**src/hdl/lspd_pkg.sv**
```systemverilog
// ----------------------------------------------------------------------------
// lspd_pkg
// Shared types and constants of the plaquette string detector.
// ----------------------------------------------------------------------------
package lspd_pkg;

    localparam int CFG_INDEX_BITS = 1;
    localparam int CFG_DATA_BITS  = 11;
    localparam int SIDE_BITS      = 7;
    localparam int DEPTH_BITS     = 11;

    localparam logic [CFG_INDEX_BITS-1:0] REG_SIDE_LENGTH  = 1'b0;
    localparam logic [CFG_INDEX_BITS-1:0] REG_DEPTH_PLANES = 1'b1;

    localparam int SIDE_RESET_VALUE  = 64;
    localparam int DEPTH_RESET_VALUE = 64;
    localparam int SIDE_MIN          = 2;
    localparam int DEPTH_MIN         = 1;

    localparam int KIND_BITS   = 2;
    localparam int ANCHOR_BITS = 6;
    localparam int ZANCH_BITS  = 10;
    localparam int COUNT_BITS  = 24;

    localparam logic [KIND_BITS-1:0] KIND_XY      = 2'd0;
    localparam logic [KIND_BITS-1:0] KIND_YZ      = 2'd1;
    localparam logic [KIND_BITS-1:0] KIND_XZ      = 2'd2;
    localparam logic [KIND_BITS-1:0] KIND_INVALID = 2'd3;

    localparam logic signed [3:0] WIND_POS = 4'sd2;
    localparam logic signed [3:0] WIND_NEG = -4'sd2;

    localparam int QUEUE_DEPTH = 4;

    typedef struct packed {
        logic [ANCHOR_BITS-1:0] xm1;
        logic [ANCHOR_BITS-1:0] x0;
        logic [ANCHOR_BITS-1:0] ym1;
        logic [ANCHOR_BITS-1:0] y0;
        logic [ZANCH_BITS-1:0]  p0;
        logic [ZANCH_BITS-1:0]  pm1;
    } lspd_pos_t;

    typedef struct packed {
        logic [2:0]            hits;
        logic [2:0]            neg;
        lspd_pos_t             pos;
        logic [COUNT_BITS-1:0] base;
    } lspd_entry_t;

endpackage

```
**src/hdl/lspd_hit_if.sv**
```systemverilog
// ----------------------------------------------------------------------------
// lspd_hit_if
// String hit channel: valid, ready and one hit report.
// ----------------------------------------------------------------------------
interface lspd_hit_if;
    logic                                valid;
    logic                                ready;
    logic [lspd_pkg::KIND_BITS-1:0]      plaquette_kind;
    logic [lspd_pkg::ANCHOR_BITS-1:0]    anchor_x;
    logic [lspd_pkg::ANCHOR_BITS-1:0]    anchor_y;
    logic [lspd_pkg::ZANCH_BITS-1:0]     anchor_z;
    logic                                winding_negative;
    logic [lspd_pkg::COUNT_BITS-1:0]     strings_found;
    logic                                last_of_run;

    modport source (
        output valid, output plaquette_kind, output anchor_x, output anchor_y,
        output anchor_z, output winding_negative, output strings_found,
        output last_of_run, input ready
    );
    modport sink (
        input valid, input plaquette_kind, input anchor_x, input anchor_y,
        input anchor_z, input winding_negative, input strings_found,
        input last_of_run, output ready
    );
endinterface

```
**src/hdl/lspd_back.sv**
```systemverilog
// ----------------------------------------------------------------------------
// lspd_back
// Splits each queued entry into hit reports behind an output register.
// ----------------------------------------------------------------------------
module lspd_back (
    input  logic                  clk,
    input  logic                  rst_n,
    input  logic                  head_valid,
    input  lspd_pkg::lspd_entry_t head,
    output logic                  pop,
    lspd_hit_if.source            hit_out
);
    import lspd_pkg::*;

    logic [2:0]             done_reg;
    logic [2:0]             pending, pick;
    logic                   last, load;
    logic                   o_valid_reg;
    logic [KIND_BITS-1:0]   kind_reg, kind_next;
    logic [ANCHOR_BITS-1:0] ax_reg, ay_reg, ax_next, ay_next;
    logic [ZANCH_BITS-1:0]  az_reg, az_next;
    logic                   neg_reg, last_reg;
    logic [COUNT_BITS-1:0]  count_reg;

    assign pending = head.hits & ~done_reg;
    assign pick    = pending & (~pending + 3'd1);
    assign last    = (pending & ~pick) == '0;
    assign load    = head_valid && (!o_valid_reg || hit_out.ready);
    assign pop     = load && last;

    always_comb
    begin
        priority if (pick[0])
        begin
            kind_next = KIND_XY;
            ax_next   = head.pos.xm1;
            ay_next   = head.pos.ym1;
            az_next   = head.pos.p0;
        end
        else if (pick[1])
        begin
            kind_next = KIND_YZ;
            ax_next   = head.pos.x0;
            ay_next   = head.pos.ym1;
            az_next   = head.pos.pm1;
        end
        else
        begin
            kind_next = KIND_XZ;
            ax_next   = head.pos.xm1;
            ay_next   = head.pos.y0;
            az_next   = head.pos.pm1;
        end
    end

    always_ff @(posedge clk or negedge rst_n)
    begin
        if (!rst_n)
        begin
            o_valid_reg <= 1'b0;
            done_reg    <= '0;
        end
        else
        begin
            if (load)
            begin
                o_valid_reg <= 1'b1;
                done_reg    <= last ? 3'b000 : (done_reg | pick);
            end
            else if (hit_out.ready)
            begin
                o_valid_reg <= 1'b0;
            end
        end
    end

    always_ff @(posedge clk)
    begin
        if (load)
        begin
            kind_reg  <= kind_next;
            ax_reg    <= ax_next;
            ay_reg    <= ay_next;
            az_reg    <= az_next;
            neg_reg   <= |(head.neg & pick);
            last_reg  <= last;
            count_reg <= head.base + COUNT_BITS'($countones(done_reg)) + 1'b1;
        end
    end

    assign hit_out.valid            = o_valid_reg;
    assign hit_out.plaquette_kind   = kind_reg;
    assign hit_out.anchor_x         = ax_reg;
    assign hit_out.anchor_y         = ay_reg;
    assign hit_out.anchor_z         = az_reg;
    assign hit_out.winding_negative = neg_reg;
    assign hit_out.strings_found    = count_reg;
    assign hit_out.last_of_run      = last_reg;

endmodule

```
**src/flat_wrapper.sv**
```systemverilog
// flat-port wrapper written by rule: the top's interface ports become plain ports
module lspd_back_flat import lspd_pkg::*;
  (clk, rst_n, head_valid, head, pop, hit_out_valid, hit_out_plaquette_kind, hit_out_anchor_x, hit_out_anchor_y, hit_out_anchor_z, hit_out_winding_negative, hit_out_strings_found, hit_out_last_of_run, hit_out_ready);
  lspd_hit_if hit_out_i ();
  input  logic clk;
  input  logic rst_n;
  input  logic head_valid;
  input  lspd_pkg::lspd_entry_t head;
  output logic pop;
  output wire logic [$bits(hit_out_i.valid)-1:0] hit_out_valid;
  output wire logic [$bits(hit_out_i.plaquette_kind)-1:0] hit_out_plaquette_kind;
  output wire logic [$bits(hit_out_i.anchor_x)-1:0] hit_out_anchor_x;
  output wire logic [$bits(hit_out_i.anchor_y)-1:0] hit_out_anchor_y;
  output wire logic [$bits(hit_out_i.anchor_z)-1:0] hit_out_anchor_z;
  output wire logic [$bits(hit_out_i.winding_negative)-1:0] hit_out_winding_negative;
  output wire logic [$bits(hit_out_i.strings_found)-1:0] hit_out_strings_found;
  output wire logic [$bits(hit_out_i.last_of_run)-1:0] hit_out_last_of_run;
  input wire logic [$bits(hit_out_i.ready)-1:0] hit_out_ready;
  assign hit_out_valid = hit_out_i.valid;
  assign hit_out_plaquette_kind = hit_out_i.plaquette_kind;
  assign hit_out_anchor_x = hit_out_i.anchor_x;
  assign hit_out_anchor_y = hit_out_i.anchor_y;
  assign hit_out_anchor_z = hit_out_i.anchor_z;
  assign hit_out_winding_negative = hit_out_i.winding_negative;
  assign hit_out_strings_found = hit_out_i.strings_found;
  assign hit_out_last_of_run = hit_out_i.last_of_run;
  assign hit_out_i.ready = hit_out_ready;
  lspd_back u_core (.clk(clk), .rst_n(rst_n), .head_valid(head_valid), .head(head), .pop(pop), .hit_out(hit_out_i));
endmodule
```
**config.mk**
```make
export PLATFORM = sky130hd
export DESIGN_NAME = lspd_back_flat
export DESIGN_NICKNAME = d
export VERILOG_FILES = /design/src/hdl/lspd_pkg.sv /design/src/hdl/lspd_hit_if.sv /design/src/hdl/lspd_back.sv /design/src/flat_wrapper.sv
export SDC_FILE = /design/constraint.sdc
export NUM_CORES = 1
export LEC_CHECK = 0
export BUFFER_PORTS_ARGS = -buffer_cell sky130_fd_sc_hd__buf_4
export CAP_MARGIN = 20
export CORE_ASPECT_RATIO = 0.6
export CORE_UTILIZATION = 45
export DETAILED_ROUTE_END_ITERATION = 7
export PLACE_DENSITY = 0.81
export SYNTH_ARGS = -nofsm -noshare
export SYNTH_HDL_FRONTEND = slang
export SYNTH_SLANG_ARGS = --single-unit
```
**constraint.sdc**
```tcl
create_clock -name clk -period 4.2 [get_ports clk]
set_input_delay 0 -clock clk [delete_from_list [all_inputs] [get_ports clk]]
set_output_delay 0 -clock clk [all_outputs]
set_load 0.005 [all_outputs]
```
# Word level (Yosys, flattened, before mapping)

Index checks and enable logic that the tools add are counted.

ROM bits: 0
Bits in latches: 0
Memories: 0
Output and inout bits: 52
Bits in writable memories: 0
Bits in registers: 54

$add $sub $neg: 5
Multiplexer cells: 9
Divide/modulo/power cells: 0
Reductions and logical operators: 7
Bitwise gates (word level): 8
$lt $le $gt $ge: 0
Shifts and indexed selects: 0
Equal/unequal tests: 0
Multiply operators: 0

Operators by type and width:

| kind                    | count |
|---|---|
| $add A24 B1 Y24         | 1 |
| $add A24 B1 Y24 const B | 1 |
| $add A24 B24 Y24        | 1 |
| $mux W6                 | 4 |
| $and A3 B3 Y3           | 4 |
| $mux W10                | 1 |
| $not A3 Y3              | 3 |
| $add A3 B1 Y3 const B   | 1 |
| $logic_not A3 Y1        | 1 |
| $mux W3                 | 1 |
| $or A3 B3 Y3            | 1 |
| $reduce_or A3 Y1        | 1 |
| $add A1 B1 Y2           | 1 |
| $logic_and A1 B1 Y1     | 2 |
| $mux W1                 | 2 |
| $mux W2                 | 1 |
| $reduce_bool A2 Y1      | 1 |
| $logic_not A1 Y1        | 1 |
| $logic_or A1 B1 Y1      | 1 |

# Longest topological paths before layout

Depth after elaboration: 9
Depth in mapped cells: 11

# Least setup slack after synthesis

OpenSTA, ideal clock, no wires.

Path kind: reg-to-reg
From: register u_core.done_reg[1]
To: register u_core.count_reg[20], in the netlist u_core.hit_out.strings_found[20] (data pin)
Setup time: 0.258 ns
Setup slack: 1.689 ns
Arrival: 2.254 ns
Data required time: 3.942 ns
Cell stages (with the launch flop): 12
Path buffers: 0
Cell sequence: dfrtp_1 > ha_1 > inv_1 > ha_1 > inv_1 > ha_1 > inv_1 > fa_1 > nand2b_1 > a21oi_2 > nand4_1 > xnor2_1

Longest elaborated chain between the ends: 4

Ends and longest elaborated chain:

| element                               | RTL line        | source |
|---|---|---|
| start, declared                       | lspd_back.sv:15 | `logic [2:0] done_reg;` |
| start signal, assigned                | lspd_back.sv:68 | `done_reg <= last ? 3'b000 : (done_reg \| pick);` |
| $add A1 B1 Y2 (implied by the code)   | lspd_back.sv:87 | `count_reg <= head.base + COUNT_BITS'($countones(done_reg)) + 1'b1;` |
| $add A24 B1 Y24 (implied by the code) | lspd_back.sv:87 |  |
| $add A24 B24 Y24                      | lspd_back.sv:87 |  |
| $add A24 B1 Y24                       | lspd_back.sv:87 |  |
| end signal, assigned                  | lspd_back.sv:87 |  |
| end, declared                         | lspd_back.sv:23 | `logic [COUNT_BITS-1:0] count_reg;` |

No other way between the ends.
A chain may end at the register's enable or synchronous reset.

# Final worst setup path

Same ends and word-level chain as after synthesis.

==> results.yml <==
worst_setup_path:
  cpPeakStageDelay_ns: 0.43
  crit_chain: "ha_1 > inv_1 > ha_1 > inv_1 > ha_1 > inv_1 > fa_1 > nand2b_1 > a21oi_2 > nand4_1 > xnor2_1"
  required_ns: 4.26
  crit_arrival_ns: 2.86
  worstRegToRegCells: 11
  critPathLaunchType: "register"
  worst_path_max_delay_cell: "dfrtp_1"
  cp-end-kind: "register"
  cp_max_fo: 7
  path_class: "register to register"
sta:
  fin_crit_sh_pct: 66.68
  clock.fmax_mhz: 357.1
  timing_worst_slew_pin_value_ns: 0.9572
  relSlewSlack_pct: 36.05
  post-route-min-period_ns: 2.801
  slew_viol_final: 0
  finalSetupViolations: 0
  setup-tns-final_ns: 0
  skew_ns: 0.004605
  hold_viol: 0
  rsz0062_at_grt: "false"
power:
  ir_drop_v: 0.0001725
  power_density_nw_per_um2: 315.7
  p_leak_uw: 0.001868
cts:
  clk_pin_slew_worst_paths_ns: 0.09
  clock-sinks: 54
  clock_latency_ns: 0.30
  cts_max_path_buffers: 2
  htreeDepth: 2
  cts_resized: 0
  cts_buffers: 5
  clock-root-buffer: "clkbuf_8"
  postCtsSetupRepairBufs: 0
  cts_tree: "built"
logic_synthesis:
  synthArstFlopShare_pct: 7.407
  synthTopCellsByArea: "edfxtp_1, nand2_1, xnor2_1, mux2_2, dfrtp_1"
  postSynthAreaPerCell_sq_um: 12.75
  yosys.area.top_type: "edfxtp_1"
  synth_most_common_cell: "edfxtp_1"
  synth_seq_area_share_pct: 62.50
  synth_area_sq_um: 2562
  synth-edff-count: 50
  ys_ff_latch: 54
  synth_nets: 286
  yosys_warnings: 0
  netlist_instances: 201
  synth_common_cells: "edfxtp_1, nand2_1, xnor2_1, mux2_2, inv_1"
  synth.top_cell.area_share_pct: 58.59
  synth_cell_type_count: 26
  synthFlopType: "edfxtp_1"
cells_and_area:
  seq_area_sq_um: 1602
  multi_input_area_sq_um: 915.9
  final_core_util_pct: 80.10
  layout-drive-gt1-share_pct: 40.41
  area_growth_syn_to_layout_pct: 64.26
  largest_register_ffs: 24
  fill_cells: 347
  n_antenna_cell: 0
  final_area_sq_um: 4209
  nNetsFinal: 470
placement:
  place_area_sq_um: 3606
  hpwlAfterDp_mm: 4.394
  port_buffers: 129
  gp_congestion: 0.7724
drt:
  drt-initial-drc-count: 86
  first_pass_iters: 4
  postRouteAntennaNets: 0
  drcViolationCount: 0
  wl_per_cell_microns: 14.37
  viasPerCell: 4.754
  wirelength_mm: 6.494
  route.vias.total: 2149
grt:
  grt.total_usage_pct: 21.83
  grt-ovfl-total: 0
  grt_pass1_wl_mm: 9.832
  grt_max_degree: 53
  antenna_found_initial: 0
  grt_pass1_vias: 2066
floorplan:
  placementRows: 20
  die_area_sq_um: 6010
  die_h_microns: 60.45
  die_w_microns: 99.42
  start_util_pct: 48.76
  ioPinCount: 130
  core_area_sq_um: 5255
run_status:
  status: "finished clean"
min_path:
  hold_depth: 2
  hold_path.class: "input pin to register"
job:
  drv_cap: 0
## through the flow
| stage | cells | setup WS, ns | hold slack, ns | total power, uW |
|---|---|---|---|---|
| final | 452 | 1.399 | 0.004447 | 1329 |
| after global routing | 452 | 1.196 | 0.0006046 | 1402 |
| after detailed placement | 394 | 1.398 | -0.1995 | 999.3 |
| after CTS | 449 | 1.389 | 0.00006138 | 1331 |
| after global placement | 394 | 1.552 | -0.1993 | 987.9 |
| after floorplan | 201 | 1.689 | -0.2956 | 833.0 |
## cells by family after synthesis
kind of cell | share of synthesized area, %
AND/OR/NAND/NOR | 16.85
AO/OA/AOI/OAI | 2.393
multiplexers | 5.273
buffers and inverters | 1.758
XOR/XNOR | 7.519
flip-flops | 62.50
adder cells (fa/ha/maj) | 3.711
## repair_timing
item                       4_1_cts  5_1_grt
setup endpoints to repair        0        0
hold endpoints to repair        31        2
hold buffers                    47        2
## routing by layer
layer	wire (microns)	track usage (%)
met5	0	0
met4	30	5.042
met3	374	4.724
met2	3212	38.49
met1	2876	28.50
## final timing paths
| path | start | endpoint | slack [ns] |
|---|---|---|---|
| max in group asynchronous | rst_n | u_core.done_reg[1] | 4.07 |
| worst max register to register | u_core.done_reg[1] | u_core.hit_out.strings_found[20] | 1.40 |
| min in group asynchronous | rst_n | u_core.hit_out.valid | 0.03 |
| worst min register to register | u_core.done_reg[2] | u_core.done_reg[2] | 0.56 |
| worst min-delay path | head[20] | u_core.hit_out.strings_found[20] | 0.004 |
| worst max-delay path | u_core.done_reg[1] | u_core.hit_out.strings_found[20] | 1.40 |
## area by class of cell
| class | count | area share, % |
|---|---|---|
| Sequential cell | 54 | 38.05 |
| Tap cell | 66 | 1.962 |
| Timing Repair Buffer | 179 | 35.32 |
| Inverter | 10 | 0.8918 |
| Multi-Input combinational cell | 135 | 21.76 |
| Clock buffer | 5 | 1.635 |
| Clock inverter | 3 | 0.3864 |
## report_power, final
group	switching [uW]	leakage, uW	total (uW)	internal (uW)
registers	17.0	0.000528	674	657
logic	159	0.00130	377	218
clock network	164	0.0000416	278	115
total	340	0.00187	1330	989
## placed cells by master, fill, tap and decap left out, types with 2 or more instances in the layout
cell type / n
buf_4: 129
dlygate4sd3_1: 49
inv_1: 9
nor2_1: 6
xnor2_1: 17
xor2_1: 5
nor2b_1: 3
clkbuf_8: 5
edfxtp_1: 50
mux2_2: 12
and3_1: 8
nand4_2: 2
nand2_1: 41
a21oi_2: 2
nand4_1: 7
ha_1: 6
o21ai_0: 5
nand2b_1: 6
nand3_1: 7
dfrtp_1: 4
## worst max-delay path, delay by kind of cell (launching register included)
kind,cells,cell delay [ns]
AO/OA/AOI/OAI,1,0.32
XOR/XNOR,1,0.17
adder cells (fa/ha/maj),4,1.10
buffers and inverters,3,0.16
flip-flops,1,0.43
AND/OR/NAND/NOR,2,0.39
No activity file was read; power rests on OpenSTA's default activity.
