[src/hdl/lspd_pkg.sv]
// ----------------------------------------------------------------------------
// lspd_pkg
// Shared types and constants of the plaquette string detector.
// ----------------------------------------------------------------------------
package lspd_pkg;

    localparam int CFG_INDEX_BITS = 1;
    localparam int CFG_DATA_BITS  = 11;
    localparam int SIDE_BITS      = 7;
    localparam int DEPTH_BITS     = 11;

    localparam logic [CFG_INDEX_BITS-1:0] REG_SIDE_LENGTH  = 1'b0;
    localparam logic [CFG_INDEX_BITS-1:0] REG_DEPTH_PLANES = 1'b1;

    localparam int SIDE_RESET_VALUE  = 64;
    localparam int DEPTH_RESET_VALUE = 64;
    localparam int SIDE_MIN          = 2;
    localparam int DEPTH_MIN         = 1;

    localparam int KIND_BITS   = 2;
    localparam int ANCHOR_BITS = 6;
    localparam int ZANCH_BITS  = 10;
    localparam int COUNT_BITS  = 24;

    localparam logic [KIND_BITS-1:0] KIND_XY      = 2'd0;
    localparam logic [KIND_BITS-1:0] KIND_YZ      = 2'd1;
    localparam logic [KIND_BITS-1:0] KIND_XZ      = 2'd2;
    localparam logic [KIND_BITS-1:0] KIND_INVALID = 2'd3;

    localparam logic signed [3:0] WIND_POS = 4'sd2;
    localparam logic signed [3:0] WIND_NEG = -4'sd2;

    localparam int QUEUE_DEPTH = 4;

    typedef struct packed {
        logic [ANCHOR_BITS-1:0] xm1;
        logic [ANCHOR_BITS-1:0] x0;
        logic [ANCHOR_BITS-1:0] ym1;
        logic [ANCHOR_BITS-1:0] y0;
        logic [ZANCH_BITS-1:0]  p0;
        logic [ZANCH_BITS-1:0]  pm1;
    } lspd_pos_t;

    typedef struct packed {
        logic [2:0]            hits;
        logic [2:0]            neg;
        lspd_pos_t             pos;
        logic [COUNT_BITS-1:0] base;
    } lspd_entry_t;

endpackage

[src/hdl/lspd_queue.sv]
// ----------------------------------------------------------------------------
// lspd_queue
// Short register queue of hit entries between front and back.
// ----------------------------------------------------------------------------
module lspd_queue (
    input  logic                  clk,
    input  logic                  rst_n,
    input  logic                  push,
    input  lspd_pkg::lspd_entry_t push_entry,
    input  logic                  pop,
    output logic                  full,
    output logic                  head_valid,
    output lspd_pkg::lspd_entry_t head
);
    import lspd_pkg::*;

    localparam int AW = $clog2(QUEUE_DEPTH);

    lspd_entry_t     slot_reg [QUEUE_DEPTH];
    logic [AW-1:0]   wr_reg, rd_reg;
    logic [AW:0]     cnt_reg;

    assign full       = cnt_reg == (AW+1)'(QUEUE_DEPTH);
    assign head_valid = cnt_reg != '0;
    assign head       = slot_reg[rd_reg];

    always_ff @(posedge clk or negedge rst_n)
    begin
        if (!rst_n)
        begin
            wr_reg  <= '0;
            rd_reg  <= '0;
            cnt_reg <= '0;
        end
        else
        begin
            if (push)
            begin
                wr_reg <= wr_reg + 1'b1;
            end
            if (pop)
            begin
                rd_reg <= rd_reg + 1'b1;
            end
            if (push && !pop)
            begin
                cnt_reg <= cnt_reg + 1'b1;
            end
            else if (pop && !push)
            begin
                cnt_reg <= cnt_reg - 1'b1;
            end
        end
    end

    always_ff @(posedge clk)
    begin
        if (push)
        begin
            slot_reg[wr_reg] <= push_entry;
        end
    end

endmodule

[config.mk]
export PLATFORM = sky130hd
export DESIGN_NAME = lspd_queue
export DESIGN_NICKNAME = d
export VERILOG_FILES = /design/src/hdl/lspd_pkg.sv /design/src/hdl/lspd_queue.sv
export SDC_FILE = /design/constraint.sdc
export NUM_CORES = 1
export LEC_CHECK = 0
export ABC_AREA = 0
export ABC_CLOCK_PERIOD_IN_PS = 3150
export BUFFER_PORTS_ARGS = -buffer_cell sky130_fd_sc_hd__buf_2
export CELL_PAD_IN_SITES_DETAIL_PLACEMENT = 2
export CELL_PAD_IN_SITES_GLOBAL_PLACEMENT = 2
export CORE_MARGIN = 1.5
export CORE_UTILIZATION = 45
export CTS_CLUSTER_SIZE = 30
export DETAILED_ROUTE_END_ITERATION = 8
export PLACE_DENSITY_LB_ADDON = 0.1
export SLEW_MARGIN = 25
export SYNTH_ARGS = -nofsm -noshare
export SYNTH_HDL_FRONTEND = slang
export SYNTH_SLANG_ARGS = --single-unit
export TNS_END_PERCENT = 20
[constraint.sdc]
create_clock -name clk -period 3.15 [get_ports clk]
set_clock_uncertainty 0.05 [all_clocks]
set_input_delay 0.4725 -clock clk [delete_from_list [all_inputs] [get_ports clk]]
set_output_delay 0.4725 -clock clk [all_outputs]
set_load 0.005 [all_outputs]
Word-level counts from Yosys, hierarchy flattened
Memories as Yosys holds them, arrays and structs flattened.
Cells that the tools add are included.
{"block": "word_totals", "word_cells": 19, "n_memories": 1, "ff_bits": 7, "ramBits": 296}
{"memory": "slot_reg", "words": 4, "width": 74, "rd": 1, "rd_ports_with_merged_regs": 0, "write_ports": 1, "line_no": "lspd_queue.sv:19", "source": "lspd_entry_t slot_reg [QUEUE_DEPTH];"}
{"block": "classes", "n_reduce_logical": 6, "mux": 4, "add_sub_neg": 4, "n_eq_ne": 1}
{"op": "2-to-1 mux 3 bit", "count": 2}
{"op": "adder 2 x 1 -> 2 bit, second input constant", "count": 2}
{"op": "adder 3 x 1 -> 3 bit, second input constant", "count": 1}
{"op": "== test 3 bit, second input constant", "count": 1}
{"op": "nonzero test 3 bit", "count": 1}
{"op": "subtractor 3 x 1 -> 3 bit, second input constant", "count": 1}
{"op": "logical AND 1 bit", "count": 2}
{"op": "logical NOT 1 bit", "count": 2}
{"op": "2-to-1 mux 1 bit", "count": 2}
{"op": "nonzero test 2 bit", "count": 1}

Longest topological paths before layout
Gate-level depths: netlist of run 1.
{"block": "depth", "word_depth": 4, "ltp_mapped": 7}

Least setup slack after synthesis of run 1
Ideal clock, no wire load.
{"block": "synth_timing", "kind": "register -> register", "from": "register wr_reg[0]", "to": "memory slot_reg[2][0] (netlist bit) (enable)", "arrival_time_ns": 2.345, "setup_ns": 0.440, "n_path_buf": 0, "slack_ns": 0.315, "period_less_slack_ns": 2.835, "required_time_ns": 2.660, "path_stages_with_launch": 4, "cell_sequence": "dfrtp_1 -> inv_1 -> ha_1 -> and2_1"}
{"item": "start: declaration", "line_no": "lspd_queue.sv:20", "source": "logic [AW-1:0] wr_reg, rd_reg;"}
{"item": "start signal: assignment", "line_no": "lspd_queue.sv:39", "source": "wr_reg <= wr_reg + 1'b1;"}
{"item": "end: declaration", "line_no": "lspd_queue.sv:19"}
No word-level cell before the write port.

==> implementation parameters, run 1 <==
Parameter                              Value

Synth
  Avg Synthesized Cell Area    26.4 um2
  Combinational family with the most area after synthesis    multiplexers
  Synth async-reset ratio    2.31%
  Largest cells by area after synthesis    edfxtp_1 (80%), mux4_2 (15%), dfrtp_1 (1.6%), buf_12 (0.90%), ha_1 (0.56%)
  Synth Cell Area    11100 um2
  Synth Flop Type    edfxtp_1
  Synthesized-area fraction occupied by and/or/nand/nor cells    0.450%
  Post-synthesis share of cell area spent on full adders, half adders and majority gates    0.743%
  Post-synthesis compound-gate area fraction    0.0450%
  Flops & latches, synth    303
  Distinct cells, synth    20
  Cell type contributing the most total cell area after synthesis    edfxtp_1
  Post-Syn Instances    421
  Most frequent cell after synthesis    edfxtp_1
  Number of enable-type register cells in the synthesized netlist    296
  Fraction of synthesized area in multiplexers    15.1%
  Ys Warns    0
  Number of nets produced by synthesis    505
  Top cell types by occurrence after synthesis    edfxtp_1 (296), mux4_2 (74), dfrtp_1 (7)
  Parity-gate share of the synthesized area counting xor and xnor cells    0.473%
  Area share of the largest cell type after synthesis    79.9%
  Sequential-to-total area share from yosys stat    81.5%

Die
  Placement Rows    57
  Core region area    24200 um2
  Initial Utilization    45.9%
  I/O pin count    154
  Die ar.    25700 um2
  Die H    160 um
  Die span in x    160 um

STA
  Unrepaired setup endpoints after global routing    no
  Post-layout min period    2.62 ns
  Final Slew Violations    0
  Final number of hold-violating endpoints    0
  Worst hold slack across all endpoints    0.119 ns
  Least-Margin Pin Slew    0.423 ns
  Post-route setup TNS    0 ns
  Finish-stage setup viols    0
  Normalized max-slew margin    71.8%
  Final critical-path share of the clock period    83.2%
  Max Freq    382 MHz

Routing
  Length of the first detailed-routing pass in iterations    4
  Number of vias in the routed layout    5023
  Post-DR vias/cell    5.25
  Sum of routed wire length over all layers    24.4 mm
  DRC errors left    0
  Average routed wire per standard cell    25.6 um
  Post-route ant nets    0
  Number of design-rule violations left by the first detailed-router iteration    222

Global route
  Vias in the first global route    5740
  Overflow left after global routing    0
  Global-route wire length before repair    37.0 mm
  Number of antenna violations at the first check in global routing    3
  Largest net degree at the start of global routing    56
  GRT Util Overall    19.8%

Clocking
  Maximum count of clock buffers along a single path    3
  TritonCTS clock tree    yes
  Worst-skew pair later-pin latency    0.51 ns
  Number of buffers added by the clock tree synthesis step    35
  Total clock sinks    303
  CTS clock-pin slew for the worst setup and hold paths    0.06 ns
  Clock root buffer master    clkbuf_16
  H-tree depth reported by CTS    2

Critical path
  Required time of the critical path    2.63 ns
  Worst-path fanout max    26
  Startpoint kind of the worst setup timing path    flip-flop
  Worst R2R Setup Slack    1.21 ns
  Critical path type    reg -> out
  Endpoint type of the worst setup path    primary output
  Crit path DAT    2.10 ns

Placed design
  Half-perimeter wire length of the detailed placement result    15.6 mm
  # port buffers    153
  Final estimated routing congestion in global placement    0.663
  Placed instance area    12300 um2

Layout
  Filler Cells Inserted    2020
  Area occupied by multi-input gates    1880 um2
  Area taken by flip-flops and latches    9070 um2
  Final-stage net count    689
  Flip-flop count of the largest register, all copies and words added    296
  Fraction of layout instances using a drive strength above 1    45.5%
  Core Util, Final    55.0%
  Layout overhead on the synthesized area    20.0%
  Final design instance area without fill    13300 um2

Run
  Max-Cap Viols    0

Pwr
  Total power density per cell area    938 nW/um2
  Leakage component of the power    4.58 nW
  Maximum ir drop on the vdd rail    0.507 mV
  Overall power    12.5 mW

Min path
  Path category of the worst min-delay check    in -> reg

Run status
  Result of the run    finished clean
==> power by group <==
group | total, mW | leakage, nW | internal, mW | switching, mW
registers | 5.58 | 2.80 | 5.28 | 0.299
clock network | 3.65 | 0.505 | 2.15 | 1.50
logic | 3.28 | 1.27 | 1.63 | 1.65
==> through the flow <==
step / worst slack [ns] / instances
after floorplan: 0.315 / 421
after global placement: 1.04 / 891
after detailed placement: 1.02 / 891
after CTS: 0.463 / 955
after global routing: 0.421 / 955
final: 0.529 / 956
==> cells by family after synthesis <==
family | count (synthesis)
DFF | 303
adders and majority gates | 6
AOI/OAI and AO/OA | 1
buffers and inverters | 21
xor gates and xnor gates | 6
muxes | 75
and+or+nand+nor | 9
==> repair_timing <==
| action | CTS | global route |
|---|---|---|
| buffers inserted | 0 | 0 |
| gates resized for setup | 0 | 0 |
| endpoints found under the setup margin | 0 | 0 |
| hold buffers | 1 | 0 |
| endpoints found under the hold margin | 7 | 0 |
==> layout make-up <==
class                   count  share of cell area, %
diodes                      1                 0.0188
clock buffers              51                   7.33
clock inverters            12                  0.394
inverters                   4                  0.113
multi-input cells          97                   14.1
flip-flops and latches    303                   68.0
well taps                 324                   3.04
repair buffers            164                   7.03
==> placed cells by master (no fill, tap or decap), types with 3 or more instances in the layout <==
master	n
clkbuf_1	14
clkinv_2	6
buf_4	3
dfrtp_1	5
clkbuf_16	37
buf_2	153
edfxtp_1	296
inv_1	4
xor2_1	4
mux4_2	74
ha_1	5
clkinv_1	6
and2_4	4
buf_12	7
==> critical path: stages (launching register included) <==
cell     delay (ns)
dfrtp_4        0.69
buf_4          0.36
mux4_2         0.36
buf_2          0.14
==> worst paths after layout <==
kind,to,depth (start not counted),from
max,head[10],3,rd_reg[1]
min,slot_reg[0][54],1,push_entry[54]
max reg2reg,slot_reg[0][67],4,wr_reg[0]
min reg2reg,cnt_reg[2],1,cnt_reg[2]
max in group asynchronous,rd_reg[0],2,rst_n
min in group asynchronous,rd_reg[1],2,rst_n
==> layer usage <==
| metal | global-route usage (%) | share of wire, % | vias to the layer above |
|---|---|---|---|
| li1 | - | - | 2180 |
| met1 | 25.3 | 41 | 2663 |
| met2 | 34.0 | 52 | 139 |
| met3 | 4.65 | 4.9 | 37 |
| met4 | 5.78 | 1.8 | 4 |
| met5 | 0 | 0.14 | - |
No activity file was read; power rests on OpenSTA's default activity.
==> run 2: changes to the inputs <==
--- a/config.mk
+++ b/config.mk
@@ -5,13 +5,13 @@
 export SDC_FILE = /design/constraint.sdc
 export NUM_CORES = 1
 export LEC_CHECK = 0
-export ABC_AREA = 0
-export ABC_CLOCK_PERIOD_IN_PS = 3150
+export ABC_AREA = 1
+export ABC_CLOCK_PERIOD_IN_PS = 2600
 export BUFFER_PORTS_ARGS = -buffer_cell sky130_fd_sc_hd__buf_2
 export CELL_PAD_IN_SITES_DETAIL_PLACEMENT = 2
 export CELL_PAD_IN_SITES_GLOBAL_PLACEMENT = 2
 export CORE_MARGIN = 1.5
-export CORE_UTILIZATION = 45
+export CORE_UTILIZATION = 40
 export CTS_CLUSTER_SIZE = 30
 export DETAILED_ROUTE_END_ITERATION = 8
 export PLACE_DENSITY_LB_ADDON = 0.1
==> constraint.sdc (replaced) <==
create_clock -name clk -period 2.6 [get_ports clk]
set_clock_uncertainty 0.05 [all_clocks]
set_input_delay 0.39 -clock clk [delete_from_list [all_inputs] [get_ports clk]]
set_output_delay 0.39 -clock clk [all_outputs]
set_load 0.005 [all_outputs]
==> run 2 against run 1 <==
Area after synthesis is 10% higher. First-iteration DRC count is 30% higher. Register-to-register slack worse by 0.46 ns. Worst hold slack lost 0.072 ns. Global-route usage fell by 0.27 points. Routed wire length grew 23%. Clock-buffer cell count stayed put. Setup slack lost 0.41 ns. Critical path depth up 3. Largest power group unchanged. Highest routed layer unchanged. Die area increased by 23%.
==> implementation parameters, run 2 <==
Parameter                              Value

Run status
  Result of the run    finished clean (unchanged)

Clocking
  Worst-skew pair later-pin latency    0.50 ns (was 0.51 ns)
  Number of buffers added by the clock tree synthesis step    35 (unchanged)
  CTS clock-pin slew for the worst setup and hold paths    0.06 ns (about the same)
  Clock root buffer master    clkbuf_16 (unchanged)
  H-tree depth reported by CTS    2 (unchanged)
  TritonCTS clock tree    yes (unchanged)
  Total clock sinks    303 (unchanged)
  Setup bufs post-CTS    0 (unchanged)
  Maximum count of clock buffers along a single path    3 (unchanged)

Pwr
  Overall power    16.8 mW (was 12.5 mW)
  Total power density per cell area    1150 nW/um2 (was 938 nW/um2)
  Maximum ir drop on the vdd rail    0.596 mV (was 0.507 mV)
  Leakage component of the power    5.82 nW (was 4.58 nW)

Synth
  Post-synthesis share of cell area spent on full adders, half adders and majority gates    0.675% (was 0.743%)
  Flops & latches, synth    303 (unchanged)
  Post-Syn Instances    912 (was 421)
  Synth async-reset ratio    2.31% (unchanged)
  Synth Flop Type    edfxtp_1 (unchanged)
  Number of enable-type register cells in the synthesized netlist    296 (unchanged)
  Number of nets produced by synthesis    996 (was 505)
  Post-synthesis compound-gate area fraction    9.40% (was 0.0450%)
  Most frequent cell after synthesis    edfxtp_1 (unchanged)
  Parity-gate share of the synthesized area counting xor and xnor cells    0.286% (was 0.473%)
  Sequential-to-total area share from yosys stat    74.0% (was 81.5%)
  Ys Warns    0 (unchanged)
  Cell type contributing the most total cell area after synthesis    edfxtp_1 (unchanged)
  Largest cells by area after synthesis    edfxtp_1 (73%), o211ai_1 (8.6%), nand2_1 (7.2%), inv_1 (4.9%), buf_6 (2.2%) (was edfxtp_1 (80%), mux4_2 (15%), dfrtp_1 (1.6%), buf_12 (0.90%), ha_1 (0.56%))
  Fraction of synthesized area in multiplexers    0% (was 15.1%)
  Synthesized-area fraction occupied by and/or/nand/nor cells    7.40% (was 0.450%)
  Top cell types by occurrence after synthesis    edfxtp_1 (296), nand2_1 (236), inv_1 (159) (was edfxtp_1 (296), mux4_2 (74), dfrtp_1 (7))
  Synth Cell Area    12200 um2 (was 11100 um2)
  Distinct cells, synth    20 (unchanged)
  Area share of the largest cell type after synthesis    72.6% (was 79.9%)
  Avg Synthesized Cell Area    13.4 um2 (was 26.4 um2)
  Combinational family with the most area after synthesis    compound AO/OA/AOI/OAI gates (was multiplexers)

Routing
  Length of the first detailed-routing pass in iterations    4 (unchanged)
  Average routed wire per standard cell    20.3 um (was 25.6 um)
  Number of vias in the routed layout    7410 (was 5023)
  Sum of routed wire length over all layers    30.1 mm (was 24.4 mm)
  Post-route ant nets    0 (unchanged)
  DRC errors left    0 (unchanged)
  Post-DR vias/cell    4.99 (was 5.25)
  Number of design-rule violations left by the first detailed-router iteration    289 (was 222)

Die
  Core region area    29900 um2 (was 24200 um2)
  Die span in x    178 um (was 160 um)
  I/O pin count    154 (unchanged)
  Placement Rows    63 (was 57)
  Die H    178 um (was 160 um)
  Die ar.    31700 um2 (was 25700 um2)
  Initial Utilization    41.0% (was 45.9%)

Critical path
  Cells on worst reg2reg path    5 (was 4)
  Crit path DAT    2.04 ns (was 2.10 ns)
  Worst-path fanout max    31 (was 26)
  Required time of the critical path    2.16 ns (was 2.63 ns)
  Startpoint kind of the worst setup timing path    flip-flop (unchanged)
  Critical path type    reg -> out (unchanged)
  Endpoint type of the worst setup path    primary output (unchanged)

Layout
  Post-layout instance count excluding filler cells    1486 (was 956)
  Filler Cells Inserted    2962 (was 2020)
  Area occupied by multi-input gates    2170 um2 (was 1880 um2)
  Final-stage net count    1156 (was 689)
  Layout overhead on the synthesized area    18.7% (was 20.0%)
  Area taken by flip-flops and latches    9070 um2 (unchanged)
  Top library cells by usage in the layout, fill and taps aside    edfxtp_1 (296), nand2_1 (236), inv_1 (155) (was edfxtp_1 (296), buf_2 (153), mux4_2 (74))
  Flip-flop count of the largest register, all copies and words added    296 (unchanged)
  Leading cell type in the layout, fill and taps excluded    edfxtp_1 (unchanged)
  Fraction of layout instances using a drive strength above 1    20.9% (was 45.5%)

Placed design
  Half-perimeter wire length of the detailed placement result    18.0 mm (was 15.6 mm)
  # port buffers    153 (unchanged)
  Cell count after placement    1424 (was 891)
  Placement-stage worst setup slack    0.662 ns (was 1.02 ns)
  Final estimated routing congestion in global placement    0.706 (was 0.663)

STA
  Final number of hold-violating endpoints    0 (unchanged)
  Finish-stage setup viols    0 (unchanged)
  Unrepaired setup endpoints after global routing    no (unchanged)
  Post-route setup TNS    0 ns (unchanged)
  Least-Margin Pin Slew    0.501 ns (was 0.423 ns)
  Normalized max-slew margin    66.6% (was 71.8%)
  Max Freq    403 MHz
  Final Slew Violations    0 (unchanged)
  Final critical-path share of the clock period    95.5%
  Worst path setup slack after routing    0.118 ns (was 0.529 ns)
  Post-layout min period    2.48 ns
  Worst hold slack across all endpoints    0.0472 ns (was 0.119 ns)

Global route
  Global-route wire length before repair    46.2 mm (was 37.0 mm)
  Vias in the first global route    8184 (was 5740)
  Overflow left after global routing    0 (unchanged)
  Number of antenna violations at the first check in global routing    3 (unchanged)
  GRT Util Overall    19.5% (was 19.8%)
  Largest net degree at the start of global routing    90 (was 56)

Min path
  Hold Path Depth    1 (unchanged)
  Path category of the worst min-delay check    in -> reg (unchanged)

Run
  Max-Cap Viols    0 (unchanged)
==> run 2: area by class of cell <==
| cell class | instances | share of cell area, % |
|---|---|---|
| flip-flops and latches | 303 | 62.4 |
| multi-input cells | 399 | 15.0 |
| repair buffers | 173 | 7.70 |
| clock buffers | 51 | 6.87 |
| inverters | 160 | 4.19 |
| well taps | 390 | 3.36 |
| clock inverters | 9 | 0.465 |
| diodes | 1 | 0.0172 |
==> run 2: critical path: stages, from the launching register on <==
cell and delay (ns):
dfrtp_4 0.62, buf_12 0.25, buf_12 0.20, nand2_1 0.09, o211ai_1 0.13, nand2_1 0.10
buf_2 0.14
==> run 2: metal layers <==
metal  routed length (um)  vias to the layer above  GRT usage, %
li1                     -                     3495             -
met1                12400                     3733          23.3
met2                16000                      138          36.0
met3                 1160                       40          3.38
met4                  534                        4          5.25
met5                   26                        -             0
==> run 2: timing repair <==
item,CTS,global route
resized for setup,0,0
hold endpoints to repair,7,0
hold buffers,1,0
==> run 2: kinds of logic after synthesis <==
family,after synthesis
AO/OA/AOI/OAI,149
XOR/XNOR,4
AND/OR/NAND/NOR,240
flip-flops,303
buffers and inverters,210
adder cells (fa/ha/maj),6
==> run 2: per-stage QoR <==
step / util (%) / area (um2)
2_1_floorplan: - / 12200
3_3_place_gp: 45.0 / 13500
3_5_place_dp: 45.0 / 13500
4_1_cts: 48.6 / 14500
5_1_grt: 48.6 / 14500
6_report: 48.6 / 14500
==> run 2: power breakdown <==
| group | switching, mW | total [mW] | leakage (nW) | internal (mW) |
|---|---|---|---|---|
| Combinational | 3.46 | 5.46 | 2.50 | 2.01 |
| Sequential | 0.337 | 6.74 | 2.80 | 6.40 |
| Clock | 1.82 | 4.58 | 0.519 | 2.75 |
==> run 2: path summary, 6_finish.rpt <==
kind / startpoint / endpoint / slack [ns]
worst min-delay path: push_entry[23] / slot_reg[0][23] / 0.05
min in group asynchronous: rst_n / wr_reg[1] / 0.21
max in group asynchronous: rst_n / rd_reg[0] / 2.08
worst min register to register: cnt_reg[2] / cnt_reg[2] / 0.46
worst max register to register: wr_reg[0] / slot_reg[2][73] / 0.75
worst max-delay path: rd_reg[0] / head[35] / 0.12
==> run 3: changes to the inputs <==
--- a/config.mk
+++ b/config.mk
@@ -5,16 +5,17 @@
 export SDC_FILE = /design/constraint.sdc
 export NUM_CORES = 1
 export LEC_CHECK = 0
-export ABC_AREA = 1
+export ABC_AREA = 0
 export ABC_CLOCK_PERIOD_IN_PS = 2600
 export BUFFER_PORTS_ARGS = -buffer_cell sky130_fd_sc_hd__buf_2
 export CELL_PAD_IN_SITES_DETAIL_PLACEMENT = 2
 export CELL_PAD_IN_SITES_GLOBAL_PLACEMENT = 2
 export CORE_MARGIN = 1.5
-export CORE_UTILIZATION = 40
+export CORE_UTILIZATION = 45
 export CTS_CLUSTER_SIZE = 30
 export DETAILED_ROUTE_END_ITERATION = 8
 export PLACE_DENSITY_LB_ADDON = 0.1
+export REMOVE_ABC_BUFFERS = 1
 export SLEW_MARGIN = 25
 export SYNTH_ARGS = -nofsm -noshare
 export SYNTH_HDL_FRONTEND = slang
==> run 3 against run 2 <==
Setup slack lost 0.032 ns. Sequential power grew 1%. Maximum frequency shrank 1.3%. Via count shrank 31%. Core utilization grew 7.4 points. Clock power grew 7.2%. Clock-buffer cell count shrank 7. Largest power group unchanged.
==> implementation parameters, run 3 (synthesized netlist as in run 1, its figures left out) <==
Parameter                              Value

Layout
  Final-stage net count    695 (was 1156)
  Filler Cells Inserted    2030 (was 2962)
  Area taken by flip-flops and latches    9070 um2 (unchanged)
  Area occupied by multi-input gates    1880 um2 (was 2170 um2)
  Flip-flop count of the largest register, all copies and words added    296 (unchanged)
  Layout overhead on the synthesized area    22.2% (was 18.7%)
  Core Util, Final    56.0% (was 48.6%)
  Top library cells by usage in the layout, fill and taps aside    edfxtp_1 (296), buf_2 (153), mux4_2 (74) (was edfxtp_1 (296), nand2_1 (236), inv_1 (155))
  Post-layout instance count excluding filler cells    963 (was 1486)
  Leading cell type in the layout, fill and taps excluded    edfxtp_1 (unchanged)
  Fraction of layout instances using a drive strength above 1    47.2% (was 20.9%)

Critical path
  WP buf/inv    2 (was 3)
  Crit path DAT    2.07 ns (was 2.04 ns)
  Startpoint kind of the worst setup timing path    flip-flop (unchanged)
  Critical path's largest stage delay    0.74 ns (was 0.62 ns)
  Required time of the critical path    2.16 ns (about the same)
  Family of cells with the greatest summed delay on the critical path    flip-flops (unchanged)
  Worst R2R Setup Slack    0.66 ns (was 0.75 ns)
  Worst-path fanout max    28 (was 31)
  Critical path type    reg -> out (unchanged)
  Source of the critical timing path    rd_reg[1] (was rd_reg[0])
  Crit path cell chain    buf_12 > mux4_2 > buf_2 (was buf_12 > buf_12 > nand2_1 > o211ai_1 > nand2_1 > buf_2)
  Cells on worst reg2reg path    4 (was 5)
  Cell with the largest stage delay on the worst path    dfrtp_4 (unchanged)
  Destination of the worst register-to-register timing path    slot_reg[2][2] (was slot_reg[2][73])
  R2r startpoint    wr_reg[0] (unchanged)
  Endpoint type of the worst setup path    primary output (unchanged)

Routing
  Number of vias in the routed layout    5113 (was 7410)
  Total met2 wirelength after detailed routing    13.9 mm (was 16.0 mm)
  Number of design-rule violations left by the first detailed-router iteration    388 (was 289)
  Sum of routed wire length over all layers    26.0 mm (was 30.1 mm)
  Routed length on met1    10.5 mm (was 12.4 mm)
  Post-DR vias/cell    5.31 (was 4.99)
  Post-route ant nets    0 (unchanged)
  DRC errors left    0 (unchanged)
  Length of the first detailed-routing pass in iterations    6 (was 4)
  Met3 routed WL    1.15 mm (was 1.16 mm)
  Uppermost metal layer occupied by signal nets    met4 (was met5)
  Average routed wire per standard cell    27.0 um (was 20.3 um)

STA
  Final Slew Violations    0 (unchanged)
  Least-Margin Pin Slew    0.483 ns (was 0.501 ns)
  Normalized max-slew margin    67.8% (was 66.6%)
  Post-layout min period    2.51 ns (was 2.48 ns)
  Max Freq    398 MHz (was 403 MHz)
  Post-route setup TNS    0 ns (unchanged)
  Worst hold slack across all endpoints    0.0407 ns (was 0.0472 ns)
  Finish-stage setup viols    0 (unchanged)
  Final number of hold-violating endpoints    0 (unchanged)
  Final critical-path share of the clock period    96.7% (was 95.5%)
  Unrepaired setup endpoints after global routing    no (unchanged)

Clocking
  Number of buffers added by the clock tree synthesis step    34 (was 35)
  H-tree depth reported by CTS    2 (unchanged)
  Worst-skew pair later-pin latency    0.51 ns (was 0.50 ns)
  Total clock sinks    303 (unchanged)
  TritonCTS clock tree    yes (unchanged)
  Clock root buffer master    clkbuf_16 (unchanged)
  CTS clock-pin slew for the worst setup and hold paths    0.07 ns (was 0.06 ns)
  Maximum count of clock buffers along a single path    3 (unchanged)

Global route
  Overflow left after global routing    0 (unchanged)
  Largest net degree at the start of global routing    34 (was 90)
  Number of antenna violations at the first check in global routing    4 (was 3)
  GRT Util Overall    21.2% (was 19.5%)
  Vias in the first global route    5895 (was 8184)
  Global-route wire length before repair    39.2 mm (was 46.2 mm)

Min path
  Sink of the worst hold path    slot_reg[0][5] (was slot_reg[0][23])
  Path category of the worst min-delay check    in -> reg (unchanged)
  Hold path start    push_entry[5] (was push_entry[23])
  Hold Path Depth    1 (unchanged)

Placed design
  Half-perimeter wire length of the detailed placement result    16.5 mm (was 18.0 mm)
  # port buffers    153 (unchanged)
  Cell count after placement    896 (was 1424)
  Final estimated routing congestion in global placement    0.685 (was 0.706)

Pwr
  Maximum ir drop on the vdd rail    0.703 mV (was 0.596 mV)
  Leakage component of the power    4.69 nW (was 5.82 nW)
  Total power density per cell area    1170 nW/um2 (was 1150 nW/um2)
  Overall power    15.9 mW (was 16.8 mW)

Die
  Placement Rows    57 (was 63)
  Die span in x    160 um (was 178 um)
  Die H    160 um (was 178 um)
  I/O pin count    154 (unchanged)
  Die ar.    25700 um2 (was 31700 um2)
  Initial Utilization    45.9% (was 41.0%)
  Core region area    24200 um2 (was 29900 um2)

Run
  Max-Cap Viols    0 (unchanged)

Run status
  Result of the run    finished clean (unchanged)
-- run 3: area by class of cell --
class / count / area share [%]
flip-flops and latches: 303 / 66.8
multi-input cells: 97 / 13.8
repair buffers: 171 / 7.76
clock buffers: 44 / 7.16
well taps: 324 / 2.98
clock inverters: 16 / 1.32
inverters: 4 / 0.111
diodes: 4 / 0.0737
-- run 3: routing by layer --
layer	vias up	track usage [%]
li1	2206	-
met3	35	4.44
met1	2727	26.6
met2	145	37.1
met4	0	6.50
met5	-	0
-- run 3: worst max-delay path by stage --
| stage | end | slack (ns) | cells after the start |
|---|---|---|---|
| after floorplan | head[0] | -1.47 | 1 |
| after global placement | head[66] | 0.53 | 3 |
| after detailed placement | head[45] | 0.51 | 3 |
| after CTS | head[22] | 0.05 | 3 |
| after global routing | head[22] | 0.01 | 3 |
| final | head[45] | 0.09 | 3 |
-- run 3: report_power, final --
part / internal [mW] / total [mW] / leakage [nW] / switching [mW]
logic: 2.13 / 4.20 / 1.33 / 2.07
registers: 6.40 / 6.81 / 2.80 / 0.409
clock network: 3.03 / 4.91 / 0.562 / 1.88
total: 11.6 / 15.9 / 4.69 / 4.36
-- run 3: worst register-to-register path: stages (launching register included) --
cell,delay [ns]
dfrtp_1,0.44
inv_1,0.12
ha_1,0.17
and2_4,0.43
buf_4,0.38
-- run 3: stage by stage --
| stage | instance area (um2) | setup WS (ns) |
|---|---|---|
| after floorplan | 10900 | -1.47 |
| after global placement | 12400 | 0.531 |
| after detailed placement | 12400 | 0.512 |
| after CTS | 13600 | 0.0527 |
| after global routing | 13600 | 0.0130 |
| final | 13600 | 0.0864 |
-- run 3: timing repair --
item / CTS / global route
setup endpoints to repair: 23 / 0
endpoints found under the hold margin: 7 / 0
hold buffers: 1 / 0
resized for setup: 0 / 0
buffers inserted: 2 / 0
